File: src/rtl/core/glmrs_pkg.sv
`timescale 1ns / 1ps
`default_nettype none

package glmrs_pkg;

  // field widths
  localparam int SAMPLE_BITS   = 4;
  localparam int COORD_BITS    = 7;
  localparam int RISK_BITS     = 5;
  localparam int ACC_BITS      = 19;
  localparam int CFG_BITS      = 8;
  localparam int RESULTS_MAX   = 3;
  localparam int CNT_BITS      = 2;

  // port widths
  localparam int S_DATA_BITS   = 8;
  localparam int M_DATA_BITS   = 40;
  localparam int ADDR_BITS     = 3;
  localparam int APB_DATA_BITS = 32;

  // register reset value
  localparam logic [CFG_BITS-1:0] DIM_RESET = 8'd100;

  // register index, taken from paddr bit 2
  localparam logic REG_FRAME_WIDTH  = 1'b0;
  localparam logic REG_FRAME_HEIGHT = 1'b1;

  typedef logic [SAMPLE_BITS-1:0] sample_t;
  typedef logic [COORD_BITS-1:0]  coord_t;
  typedef logic [RISK_BITS-1:0]   risk_t;
  typedef logic [ACC_BITS-1:0]    acc_t;
  typedef logic [CNT_BITS-1:0]    cnt_t;

  // where the current sample sits in the frame
  typedef struct packed {
    logic first_row;   // row 0
    logic upper_rows;  // row 0 or 1
    logic first_col;   // column 0
    logic lead_cols;   // column 0 or 1
    logic last_col;
    logic last_row;
  } pos_t;

  // neighbourhood around the current sample
  typedef struct packed {
    sample_t north;      // two rows up, same column
    sample_t west;       // one row up, column to the west
    sample_t centre_up;  // one row up, same column
    sample_t east;       // one row up, column to the east
    sample_t cur0;       // this row, one column back
    sample_t cur1;       // this row, two columns back
  } nbr_t;

  typedef struct packed {
    coord_t cell_col;
    coord_t cell_row;
    logic   is_low;
    risk_t  risk;
    acc_t   risk_total;
    logic   frame_done;
    logic   last_of_item;
  } result_t;

endpackage

`default_nettype wire

File: src/rtl/core/glmrs_ram.sv
`timescale 1ns / 1ps
`default_nettype none

module glmrs_ram #(
  parameter int WIDTH = 4,
  parameter int DEPTH = 128
) (
  input  wire logic                                   clk,
  input  wire logic                                   we,
  input  wire logic [((DEPTH > 1) ? $clog2(DEPTH) : 1)-1:0] waddr,
  input  wire logic [WIDTH-1:0]                       wdata,
  input  wire logic                                   re,
  input  wire logic [((DEPTH > 1) ? $clog2(DEPTH) : 1)-1:0] raddr,
  output logic      [WIDTH-1:0]                       rdata
);

  logic [WIDTH-1:0] mem [DEPTH];

  // write port
  always_ff @(posedge clk) begin
    if (we) begin
      mem[waddr] <= wdata;
    end
  end

  // registered read, a same-edge write to the same word is passed through
  always_ff @(posedge clk) begin
    if (re) begin
      if (we && (waddr == raddr)) begin
        rdata <= wdata;
      end else begin
        rdata <= mem[raddr];
      end
    end
  end

endmodule

`default_nettype wire

File: src/rtl/core/glmrs_eval.sv
`timescale 1ns / 1ps
`default_nettype none

module glmrs_eval (
  input  wire glmrs_pkg::sample_t                         sample,
  input  wire glmrs_pkg::coord_t                          col,
  input  wire glmrs_pkg::coord_t                          row,
  input  wire glmrs_pkg::pos_t                            pos,
  input  wire glmrs_pkg::nbr_t                            nbr,
  input  wire glmrs_pkg::acc_t                            acc,
  output glmrs_pkg::result_t [glmrs_pkg::RESULTS_MAX-1:0] res,
  output glmrs_pkg::cnt_t                                 cnt,
  output glmrs_pkg::acc_t                                 acc_next
);

  import glmrs_pkg::*;

  logic [RESULTS_MAX-1:0] emit_v;
  logic [RESULTS_MAX-1:0] emit_low;
  sample_t                centre [RESULTS_MAX];
  risk_t                  risk   [RESULTS_MAX];
  acc_t                   total  [RESULTS_MAX];
  result_t                emit   [RESULTS_MAX];

  // which cells this sample decides: the one above, the one to the west
  // on the last row, and itself at the end of the last row
  assign emit_v[0] = !pos.first_row;
  assign emit_v[1] = pos.last_row && !pos.first_col;
  assign emit_v[2] = pos.last_row && pos.last_col;

  assign centre[0] = nbr.centre_up;
  assign centre[1] = nbr.cur0;
  assign centre[2] = sample;

  // strict minimum tests, missing neighbours count as higher
  assign emit_low[0] = (pos.upper_rows || (nbr.centre_up < nbr.north)) &&
                       (nbr.centre_up < sample) &&
                       (pos.first_col || (nbr.centre_up < nbr.west)) &&
                       (pos.last_col || (nbr.centre_up < nbr.east));
  assign emit_low[1] = (pos.first_row || (nbr.cur0 < nbr.west)) &&
                       (pos.lead_cols || (nbr.cur0 < nbr.cur1)) &&
                       (nbr.cur0 < sample);
  assign emit_low[2] = (pos.first_row || (sample < nbr.centre_up)) &&
                       (pos.first_col || (sample < nbr.cur0));

  // risk per cell and running frame sum
  always_comb begin
    for (int i = 0; i < RESULTS_MAX; i++) begin
      risk[i] = (emit_v[i] && emit_low[i]) ? (RISK_BITS'(centre[i]) + RISK_BITS'(1)) : '0;
    end
  end

  assign total[0] = acc + ACC_BITS'(risk[0]);
  assign total[1] = total[0] + ACC_BITS'(risk[1]);
  assign total[2] = total[1] + ACC_BITS'(risk[2]);

  // frame end clears the sum for the next frame
  assign acc_next = emit_v[2] ? '0 : total[2];

  // result words before compaction
  always_comb begin
    for (int i = 0; i < RESULTS_MAX; i++) begin
      emit[i].is_low       = emit_low[i];
      emit[i].risk         = risk[i];
      emit[i].risk_total   = total[i];
      emit[i].last_of_item = 1'b0;
    end
    emit[0].cell_col   = col;
    emit[0].cell_row   = row - COORD_BITS'(1);
    emit[0].frame_done = 1'b0;
    emit[1].cell_col   = col - COORD_BITS'(1);
    emit[1].cell_row   = row;
    emit[1].frame_done = 1'b0;
    emit[2].cell_col   = col;
    emit[2].cell_row   = row;
    emit[2].frame_done = 1'b1;
  end

  // pack the live results to the front, in order, and tag the last one
  always_comb begin
    res = '0;
    cnt = '0;
    for (int i = 0; i < RESULTS_MAX; i++) begin
      if (emit_v[i]) begin
        res[cnt] = emit[i];
        cnt      = cnt + CNT_BITS'(1);
      end
    end
    if (cnt != '0) begin
      res[cnt - CNT_BITS'(1)].last_of_item = 1'b1;
    end
  end

endmodule

`default_nettype wire

File: src/rtl/core/glmrs_outq.sv
`timescale 1ns / 1ps
`default_nettype none

module glmrs_outq (
  input  wire logic                                       clk,
  input  wire logic                                       rst,
  input  wire logic                                       load,
  input  wire glmrs_pkg::cnt_t                            load_cnt,
  input  wire glmrs_pkg::result_t [glmrs_pkg::RESULTS_MAX-1:0] load_res,
  input  wire logic                                       pop,
  output glmrs_pkg::result_t                              head,
  output glmrs_pkg::cnt_t                                 cnt
);

  import glmrs_pkg::*;

  result_t q [RESULTS_MAX];

  // fill level, loaded only when empty or when the last word leaves
  always_ff @(posedge clk) begin
    if (rst) begin
      cnt <= '0;
    end else if (load) begin
      cnt <= load_cnt;
    end else if (pop) begin
      cnt <= cnt - CNT_BITS'(1);
    end
  end

  // result words, shifted toward the head as they are taken
  always_ff @(posedge clk) begin
    if (load) begin
      for (int i = 0; i < RESULTS_MAX; i++) begin
        q[i] <= load_res[i];
      end
    end else if (pop) begin
      for (int i = 0; i < RESULTS_MAX - 1; i++) begin
        q[i] <= q[i+1];
      end
    end
  end

  assign head = q[0];

endmodule

`default_nettype wire

File: src/rtl/core/grid_local_minimum_risk_sum.sv
`timescale 1ns / 1ps
`default_nettype none

// channel  | direction | handshake          | word
// ---------+-----------+--------------------+---------------------------------------
// s_       | in        | s_tvalid/s_tready  | tdata: sample
// m_       | out       | m_tvalid/m_tready  | tdata: col,row,is_low,risk,total;
//          |           |                    | tlast: last_of_item, tuser: frame_done
// apb      | in        | psel/penable       | frame_width @0x0, frame_height @0x4
//
// one sample is taken per cycle while the result queue keeps up; it waits in the
// evaluate register, where both line buffer reads land, then its 0 to 3 results
// move to the result queue. rows between the first and the last give one result
// per sample, so the stream runs at one word per cycle while m_tready is high; a
// sample gives at most three results and each result beyond one holds the input
// back, set by the single result port draining the queue. rst clears the
// counters, windows and risk sum; the line buffers are not cleared and are
// written before use.

module grid_local_minimum_risk_sum #(
  parameter int MAX_WIDTH  = 128,
  parameter int MAX_HEIGHT = 128
) (
  input  wire logic                                 clk,
  input  wire logic                                 rst,
  input  wire logic                                 s_tvalid,
  output logic                                      s_tready,
  input  wire logic [glmrs_pkg::S_DATA_BITS-1:0]    s_tdata,   // [3:0] sample
  output logic                                      m_tvalid,
  input  wire logic                                 m_tready,
  // [6:0] cell_col, [13:7] cell_row, [14] is_low, [19:15] risk, [38:20] risk_total
  output logic      [glmrs_pkg::M_DATA_BITS-1:0]    m_tdata,
  output logic                                      m_tlast,
  output logic                                      m_tuser,   // [0] frame_done
  input  wire logic                                 psel,
  input  wire logic                                 penable,
  input  wire logic                                 pwrite,
  input  wire logic [glmrs_pkg::ADDR_BITS-1:0]      paddr,
  input  wire logic [glmrs_pkg::APB_DATA_BITS-1:0]  pwdata,
  output logic      [glmrs_pkg::APB_DATA_BITS-1:0]  prdata,
  output logic                                      pready
);

  import glmrs_pkg::*;

  localparam int CW  = (MAX_WIDTH > 1) ? $clog2(MAX_WIDTH) : 1;
  localparam int RW  = (MAX_HEIGHT > 1) ? $clog2(MAX_HEIGHT) : 1;
  localparam int WW  = ($clog2(MAX_WIDTH + 1) > CFG_BITS) ? $clog2(MAX_WIDTH + 1) : CFG_BITS;
  localparam int HW  = ($clog2(MAX_HEIGHT + 1) > CFG_BITS) ? $clog2(MAX_HEIGHT + 1) : CFG_BITS;

  logic [CFG_BITS-1:0] frame_width;
  logic [CFG_BITS-1:0] frame_height;
  logic [WW-1:0]       w_eff;
  logic [HW-1:0]       h_eff;
  logic                cfg_we;

  logic [CW-1:0]       col_count;
  logic [RW-1:0]       row_count;
  logic [WW:0]         col_inc;
  logic [HW:0]         row_inc;
  logic                last_col;
  logic                last_row;
  logic [CW-1:0]       col_next;
  logic [RW-1:0]       row_next;
  pos_t                pos_in;

  logic                s_fire;
  logic                s1_valid;
  logic                s1_go;
  sample_t             s1_sample;
  logic [CW-1:0]       s1_cidx;
  coord_t              s1_col;
  coord_t              s1_row;
  pos_t                s1_pos;

  sample_t             prev_rdata;
  sample_t             older_rdata;
  sample_t             pc_hold;
  sample_t             pw;
  sample_t             cw0;
  sample_t             cw1;
  acc_t                risk_acc;
  nbr_t                nbr;

  result_t [RESULTS_MAX-1:0] ev_res;
  cnt_t                ev_cnt;
  acc_t                acc_next;
  result_t             head;
  cnt_t                q_cnt;
  logic                pop;

  // register port
  assign pready = 1'b1;
  assign cfg_we = psel && penable && pwrite && pready;
  assign prdata = (paddr[2] == REG_FRAME_HEIGHT) ? APB_DATA_BITS'(frame_height)
                                                 : APB_DATA_BITS'(frame_width);

  always_ff @(posedge clk) begin
    if (rst) begin
      frame_width  <= DIM_RESET;
      frame_height <= DIM_RESET;
    end else if (cfg_we) begin
      if (paddr[2] == REG_FRAME_WIDTH) begin
        frame_width <= pwdata[CFG_BITS-1:0];
      end else begin
        frame_height <= pwdata[CFG_BITS-1:0];
      end
    end
  end

  // effective frame size: zero acts as one, oversize acts as the maximum
  always_comb begin
    if (frame_width == '0) begin
      w_eff = WW'(1);
    end else if (WW'(frame_width) > WW'(MAX_WIDTH)) begin
      w_eff = WW'(MAX_WIDTH);
    end else begin
      w_eff = WW'(frame_width);
    end
    if (frame_height == '0) begin
      h_eff = HW'(1);
    end else if (HW'(frame_height) > HW'(MAX_HEIGHT)) begin
      h_eff = HW'(MAX_HEIGHT);
    end else begin
      h_eff = HW'(frame_height);
    end
  end

  // raster position of the next sample
  assign col_inc  = (WW+1)'(col_count) + (WW+1)'(1);
  assign row_inc  = (HW+1)'(row_count) + (HW+1)'(1);
  assign last_col = col_inc >= (WW+1)'(w_eff);
  assign last_row = row_inc >= (HW+1)'(h_eff);
  assign col_next = last_col ? '0 : CW'(col_inc);
  assign row_next = last_row ? '0 : RW'(row_inc);

  assign pos_in.first_row  = (row_count == '0);
  assign pos_in.upper_rows = (RW+1)'(row_count) < (RW+1)'(2);
  assign pos_in.first_col  = (col_count == '0);
  assign pos_in.lead_cols  = (CW+1)'(col_count) < (CW+1)'(2);
  assign pos_in.last_col   = last_col;
  assign pos_in.last_row   = last_row;

  always_ff @(posedge clk) begin
    if (rst || cfg_we) begin
      col_count <= '0;
      row_count <= '0;
    end else if (s_fire) begin
      col_count <= col_next;
      if (last_col) begin
        row_count <= row_next;
      end
    end
  end

  // input handshake and evaluate register
  assign s_fire   = s_tvalid && s_tready;
  assign s1_go    = s1_valid && ((q_cnt == '0) || ((q_cnt == CNT_BITS'(1)) && m_tready));
  assign s_tready = !s1_valid || s1_go;

  always_ff @(posedge clk) begin
    if (rst) begin
      s1_valid <= 1'b0;
    end else if (s_fire) begin
      s1_valid <= 1'b1;
    end else if (s1_go) begin
      s1_valid <= 1'b0;
    end
  end

  always_ff @(posedge clk) begin
    if (s_fire) begin
      s1_sample <= s_tdata[SAMPLE_BITS-1:0];
      s1_cidx   <= col_count;
      s1_col    <= COORD_BITS'(col_count);
      s1_row    <= COORD_BITS'(row_count);
      s1_pos    <= pos_in;
    end
  end

  // line buffers: previous row read one column ahead, older row in place
  glmrs_ram #(
    .WIDTH (SAMPLE_BITS),
    .DEPTH (MAX_WIDTH)
  ) u_prev_row (
    .clk   (clk),
    .we    (s1_go),
    .waddr (s1_cidx),
    .wdata (s1_sample),
    .re    (s_fire),
    .raddr (col_next),
    .rdata (prev_rdata)
  );

  glmrs_ram #(
    .WIDTH (SAMPLE_BITS),
    .DEPTH (MAX_WIDTH)
  ) u_older_row (
    .clk   (clk),
    .we    (s1_go),
    .waddr (s1_cidx),
    .wdata (pc_hold),
    .re    (s_fire),
    .raddr (col_count),
    .rdata (older_rdata)
  );

  // sliding windows; a one-column frame reads back its own sample
  always_ff @(posedge clk) begin
    if (rst) begin
      pc_hold <= '0;
      pw      <= '0;
      cw0     <= '0;
      cw1     <= '0;
    end else if (s1_go) begin
      pc_hold <= (s1_pos.first_col && s1_pos.last_col) ? s1_sample : prev_rdata;
      pw      <= pc_hold;
      cw1     <= cw0;
      cw0     <= s1_sample;
    end
  end

  // frame risk sum
  always_ff @(posedge clk) begin
    if (rst || cfg_we) begin
      risk_acc <= '0;
    end else if (s1_go) begin
      risk_acc <= acc_next;
    end
  end

  assign nbr.north     = older_rdata;
  assign nbr.west      = pw;
  assign nbr.centre_up = pc_hold;
  assign nbr.east      = prev_rdata;
  assign nbr.cur0      = cw0;
  assign nbr.cur1      = cw1;

  glmrs_eval u_eval (
    .sample   (s1_sample),
    .col      (s1_col),
    .row      (s1_row),
    .pos      (s1_pos),
    .nbr      (nbr),
    .acc      (risk_acc),
    .res      (ev_res),
    .cnt      (ev_cnt),
    .acc_next (acc_next)
  );

  // result queue and output word
  assign pop = m_tvalid && m_tready;

  glmrs_outq u_outq (
    .clk      (clk),
    .rst      (rst),
    .load     (s1_go),
    .load_cnt (ev_cnt),
    .load_res (ev_res),
    .pop      (pop),
    .head     (head),
    .cnt      (q_cnt)
  );

  assign m_tvalid = (q_cnt != '0);
  assign m_tdata  = {1'b0, head.risk_total, head.risk, head.is_low,
                     head.cell_row, head.cell_col};
  assign m_tlast  = head.last_of_item;
  assign m_tuser  = head.frame_done;

endmodule

`default_nettype wire

File: config.mk
export PLATFORM = sky130hd
export DESIGN_NAME = grid_local_minimum_risk_sum
export DESIGN_NICKNAME = d
export VERILOG_FILES = /design/src/rtl/core/glmrs_pkg.sv /design/src/rtl/core/glmrs_ram.sv /design/src/rtl/core/glmrs_eval.sv /design/src/rtl/core/glmrs_outq.sv /design/src/rtl/core/grid_local_minimum_risk_sum.sv
export SDC_FILE = /design/constraint.sdc
export NUM_CORES = 2
export LEC_CHECK = 0
export ABC_CLOCK_PERIOD_IN_PS = 15600
export BUFFER_PORTS_ARGS = -buffer_cell sky130_fd_sc_hd__buf_4
export CAP_MARGIN = 20
export CORE_ASPECT_RATIO = 1.75
export CORE_MARGIN = 5
export CORE_UTILIZATION = 65
export CTS_CLUSTER_DIAMETER = 50
export DETAILED_ROUTE_END_ITERATION = 10
export PLACE_DENSITY = 0.82
export SLEW_MARGIN = 20
export SYNTH_ARGS = -nofsm -noshare
export SYNTH_HDL_FRONTEND = slang
export SYNTH_HIERARCHICAL = 1
export SYNTH_SLANG_ARGS = --single-unit
File: constraint.sdc
create_clock -name clk -period 15.6 [get_ports clk]
set_input_delay 1.56 -clock clk [delete_from_list [all_inputs] [get_ports clk]]
set_output_delay 1.56 -clock clk [all_outputs]
set_load 0.005 [all_outputs]
# Word-level counts from Yosys, hierarchy flattened

Memory sizes are Yosys's and may differ from the RTL's. A register that Yosys moved wholly into a read port is not among the register bits.
Cells that the tools add are included.
Widths: inputs -> output; s select.

Memories kept: 3
Bits in latches: 0
Memory bits (read-only): 0
Input bits: 50
Bits in registers: 92
RAM bits: 1147

Memory list:

| name            | words | bits a word | read ports | clocked after memory_dff | wr ports | line             | text |
|---|---|---|---|---|---|---|---|
| u_older_row.mem | 128   | 4           | 1          | 1                        | 1        | glmrs_ram.sv:17  | `logic [WIDTH-1:0] mem [DEPTH];` |
| u_prev_row.mem  | 128   | 4           | 1          | 1                        | 1        | glmrs_ram.sv:17  |  |
| u_outq.q        | 3     | 41          | 3          | 0                        | 3        | glmrs_outq.sv:17 | `result_t q [RESULTS_MAX];` |

Shift operators: 0
$add $sub $neg: 14
Multipliers: 0
Multiplexer cells: 39
Equal/unequal tests: 1
$lt $le $gt $ge: 21
Div/mod/pow operators: 0
Reductions and logical operators: 46
Bitwise logic cells: 3

Operators with widths:

| cell                | number |
|---|---|
| $bwmux 123          | 3 |
| $mux 123            | 3 |
| $demux 41 s2        | 3 |
| $mux 41             | 5 |
| $add 19x5->19       | 3 |
| $mux 8              | 5 |
| $lt 4x4->1          | 9 |
| $logic_and 1x1->1   | 21 |
| $mux 19             | 1 |
| $add 7x1->8 const B | 2 |
| $ge 8x8->1          | 2 |
| $gt 8x8->1 const B  | 2 |
| $logic_not 8->1     | 2 |
| $add 4x1->5 const B | 3 |
| $mux 5              | 3 |
| $logic_not 7->1     | 2 |
| $lt 7x2->1 const B  | 2 |
| $mux 7              | 2 |
| $sub 7x1->7 const B | 2 |
| $logic_or 1x1->1    | 10 |
| $mux 1              | 9 |
| $mux 2              | 4 |
| $reduce_bool 2->1   | 4 |
| $lt 2x3->1 const B  | 2 |
| 13 further kinds    | 20 |

# Depth between registers and ports, before layout

Depth after elaboration: 16
Mapped depth: 30

# Cells and area by module

The synthesis kept the hierarchy.

By module, submodules not included:

| module                      | area an instance (sq um) | instances | cells each | seq. area each (sq um) |
|---|---|---|---|---|
| glmrs_ram                   | 21055.2                  | 2         | 1191       | 15494.9 |
| glmrs_outq                  | 5534.1                   | 1         | 268        | 3733.6 |
| glmrs_eval                  | 4556.9                   | 1         | 706        | 0.0 |
| grid_local_minimum_risk_sum | 4317.9                   | 1         | 480        | 2042.0 |

# Least setup slack after synthesis

OpenSTA, ideal clock, no wires.

Kind: register -> register
Start point: reg pc_hold[1]
End point: mem u_outq/q[0][61] (netlist bit) (data pin)
Data arrival time: 7601 ps
Library setup time: 260 ps
Stages on the path, launching flop included: 29
Slack: 7738 ps
Path buffers: 1
Period minus slack after synthesis: 7862 ps
Required time: 15340 ps
Cells stage by stage: dfxtp_1 > inv_1 > ha_1 > nor2b_1 > o21a_1 > o21a_1 > o21ai_0 > a41o_1 > nor4_1 > ha_1 > fa_1 > a21o_1 > a21oi_1 > xnor2_1 > ha_1 > o21a_1 > o31a_1 > a21oi_1 > ha_1 > a21boi_0 > nor2_1 > nor2_4 > or4b_1 > buf_2 > a211oi_2 > nand4_1 > mux2i_1 > o21ai_1 > mux2_4

RTL lines:

| element                | line                               | text |
|---|---|---|
| start, declared        | grid_local_minimum_risk_sum.sv:78  | `sample_t pc_hold;` |
| start signal, assigned | grid_local_minimum_risk_sum.sv:216 | `pc_hold <= (s1_pos.first_col && s1_pos.last_col) ? s1_sample : prev_rdata;` |
| end, declared          | glmrs_outq.sv:17                   |  |

# Worst setup path in the final report

Start point: reg col_count[0]
End point: reg u_prev_row.rdata[2] (read register of u_prev_row.mem) (data pin)

Word-level cells in the longest chain between the ends: 3

Ends and longest elaborated chain:

| element                | line                               | text |
|---|---|---|
| start, declared        | grid_local_minimum_risk_sum.sv:57  | `logic [CW-1:0] col_count;` |
| start signal, assigned | grid_local_minimum_risk_sum.sv:149 | `col_count <= col_next;` |
| $add 7x1->8            | grid_local_minimum_risk_sum.sv:130 | `assign col_inc = (WW+1)'(col_count) + (WW+1)'(1);` |
| $ge 8x8->1             | grid_local_minimum_risk_sum.sv:132 | `assign last_col = col_inc >= (WW+1)'(w_eff);` |
| named net last_col     | grid_local_minimum_risk_sum.sv:61  | `logic last_col;` |
| $mux 7                 | grid_local_minimum_risk_sum.sv:134 | `assign col_next = last_col ? '0 : CW'(col_inc);` |
| named net col_next[0]  | grid_local_minimum_risk_sum.sv:63  | `logic [CW-1:0] col_next;` |
| end, declared          | glmrs_ram.sv:14                    | `output logic [WIDTH-1:0] rdata` |

The timed path passes the listed nets, and every way through them passes these cells.
A chain may end at the register's enable or synchronous reset.

==> flow_summary.ini <==
[setup_path]
cp_max_fo = 54
critPathKind = flip-flop to flip-flop
arrival_ns = 8.87
critical_path_required_ns = 15.98
crit_path_end_kind = flip-flop
start_kind = flip-flop

[detailed_routing]
drc = 0
drtIter0Drc = 3768
viasPerCell = 6.663
dr_total_vias = 33840
drt-total-wl_um = 135400
wl_per_cell_um = 26.66
drtAntennaViolNets = 0
dr.pass1.iters = 6

[place]
dp.final_hpwl_um = 84830
numPortBuffers = 70
dp_slack_ns = 7.193
gp_congestion = 0.8853

[pwr]
vdd_ir_drop_max_mv = 0.1394
power_density_nw_per_um2 = 116.2
total_power_uw = 7061
power_leakage_uw = 0.02050

[sta]
fin_crit_ns = 8.483
finalSetupViolCount = 0
hold_viol = 0
max_slew_margin = 0.2297
whs_ns = 0.4557
setup_slack_ns = 7.117
fmax_ghz = 0.1179
slew_violations = 0
timing.final.crit_share = 0.5438
tns_ns = 0
rsz0062_at_grt = false
finalClockSkew_ns = 0.03530
worstMarginPinSlew_ns = 1.152

[min_path]
hp-class = flip-flop to flip-flop

[final_layout]
multiInputGateArea_um2 = 17720
layout-drive-gt1-share = 0.1489
post-route-util = 0.7016
fin_nets = 3957
most-common-layout-cells = 1179 x edfxtp_1, 380 x nor2_1, 256 x nand2_1
final_common_cell = edfxtp_1
nFillCells = 5465
seqCellArea_um2 = 36790
area_growth_pct = 7.500

[clock_tree]
htreeDepth = 3
clk_latency_ns = 0.72
cts_setup_buffers = 0
ctsHoldBuffers = 0
cts_resized = 0
cts_sinks = 1247
path_clk_slew_ns = 0.07
cts-buffers-inserted = 103
cts_buffer_depth = 3
cts_tree = built
cts_root_buf = clkbuf_16

[grt]
grt_max_degree = 114
antenna_found_initial = 5
grt_pass1_wl_um = 203400
grt_pass1_vias = 33790
globalRouteTotalUtil = 0.2899
grt-ovfl-total = 0

[synth]
ys_seq_area_frac = 0.6505
synth_edf_count = 1179
ys.flop_type = edfxtp_1
synth_area_um2 = 56520
yosys_warnings = 6
ys_types = 107
postSynthAreaPerCell_um2 = 14.73
synthArstFlopShare = 0
netlist_instances = 3836
ys_seq_elements = 1247

[floorplan]
core_area_um2 = 86600
die_height_um = 400.1
die_x_um = 232.9
num_rows = 143
die_area_um2 = 93180
ios = 127
start_util = 0.6527

[outcome]
status = completed

[flow_run]
drv_cap = 0
==> per-stage QoR <==
step,area [um2],instances
after global placement,57250,4888
final,60760,5079
after global routing,60750,5077
after CTS,60690,5074
after floorplan,56610,3860
after detailed placement,57250,4888
==> metal layers <==
| layer | up-vias | share of wire | global-route usage |
|---|---|---|---|
| met5 | - | 0.00012 | 0 |
| met4 | 2 | 0.071 | 0.1767 |
| met3 | 501 | 0.078 | 0.04093 |
| met2 | 1915 | 0.52 | 0.5101 |
| met1 | 16760 | 0.33 | 0.3362 |
| li1 | 14660 | - | - |
==> cell families (layout without fill, tap and decap cells) <==
kind of cell,Yosys count,count (layout),synth area share
AND/OR/NAND/NOR,1016,1016,0.08415
AO/OA/AOI/OAI,595,595,0.07381
XOR/XNOR,74,74,0.01206
other,2,29,0.0001329
adder cells (fa/ha/maj),72,72,0.01634
multiplexers,499,499,0.1250
flip-flops,1247,1247,0.6505
buffers and inverters,331,387,0.03805
==> sequential cells by signal, indices dropped and copies added, names as in the netlist <==
name,count
u_prev_row/rdata,4
u_outq/cnt,2
row_count,7
s1_pos,6
cw1,4
u_prev_row/mem,512
u_older_row/rdata,4
u_outq/q,123
col_count,7
s1_valid,1
pw,4
s1_row,7
s1_col,7
pc_hold,4
s1_sample,4
cw0,4
frame_height,8
u_older_row/mem,512
frame_width,8
risk_acc,19
==> power by group <==
part / internal, uW / switching, uW / total, uW
logic: 227 / 376 / 603
registers: 3770 / 47.1 / 3810
clock network: 1470 / 1170 / 2640
==> synth_stat cells (29+ instances only) <==
master       n  share of area
a21oi_1    147          0.013
a22oi_1     73         0.0097
and2_1      32         0.0035
buf_2       31         0.0027
buf_4       78          0.010
clkbuf_1   103         0.0068
dfxtp_1     68          0.024
edfxtp_1  1179           0.63
ha_1        69          0.015
inv_1       53         0.0035
mux2_2      65          0.013
mux2_4      84          0.022
mux2i_1    238          0.042
mux4_1      44          0.020
mux4_2      68          0.027
nand2_1    256          0.017
nand2b_1    29         0.0032
nand3_1     72         0.0064
nor2_1     383          0.025
nor2b_1     65         0.0072
nor3_1      46         0.0041
o21ai_0     69         0.0061
o22ai_1     52         0.0058
xnor2_1     47         0.0073
==> worst max-delay path: stages, from the launching register on <==
cell and delay [ns]:
dfxtp_4 0.65, buf_4 0.60, ha_1 0.34, nand3_1 0.14, nor2_1 0.18, xor2_1 0.25
ha_1 0.29, o21ai_0 0.22, nor2_1 0.06, nor2_1 0.58, nand2_1 0.34, nor2_4 0.19
buf_4 0.61, buf_4 0.84, buf_4 0.72, mux4_1 0.67, nor2b_1 0.17, o21ai_0 0.18
a21oi_1 0.12, a2111oi_0 0.47, buf_4 0.22, o41ai_1 0.14
==> final timing paths <==
check,slack (ns),to,start,cells past startpoint
max,7.12,u_prev_row/rdata[2]$_DFFE_PP_,col_count[0]$_SDFFE_PP0P_,21
min,0.46,cw1[2]$_SDFFE_PP0P_,cw1[2]$_SDFFE_PP0P_,2
max reg2reg,7.12,u_prev_row/rdata[2]$_DFFE_PP_,col_count[0]$_SDFFE_PP0P_,21
min reg2reg,0.46,cw1[2]$_SDFFE_PP0P_,cw1[2]$_SDFFE_PP0P_,2
==> cell type report <==
class,count,share of cell area
sequential,1247,0.6055
inverter,59,0.003666
antenna,3,0.0001236
timing repair buffer,142,0.01847
tap,1160,0.02389
clock buffer,127,0.04526
multi-input combinational,2282,0.2917
clock inverter,59,0.01137
Power figures use the tool's default switching activity.
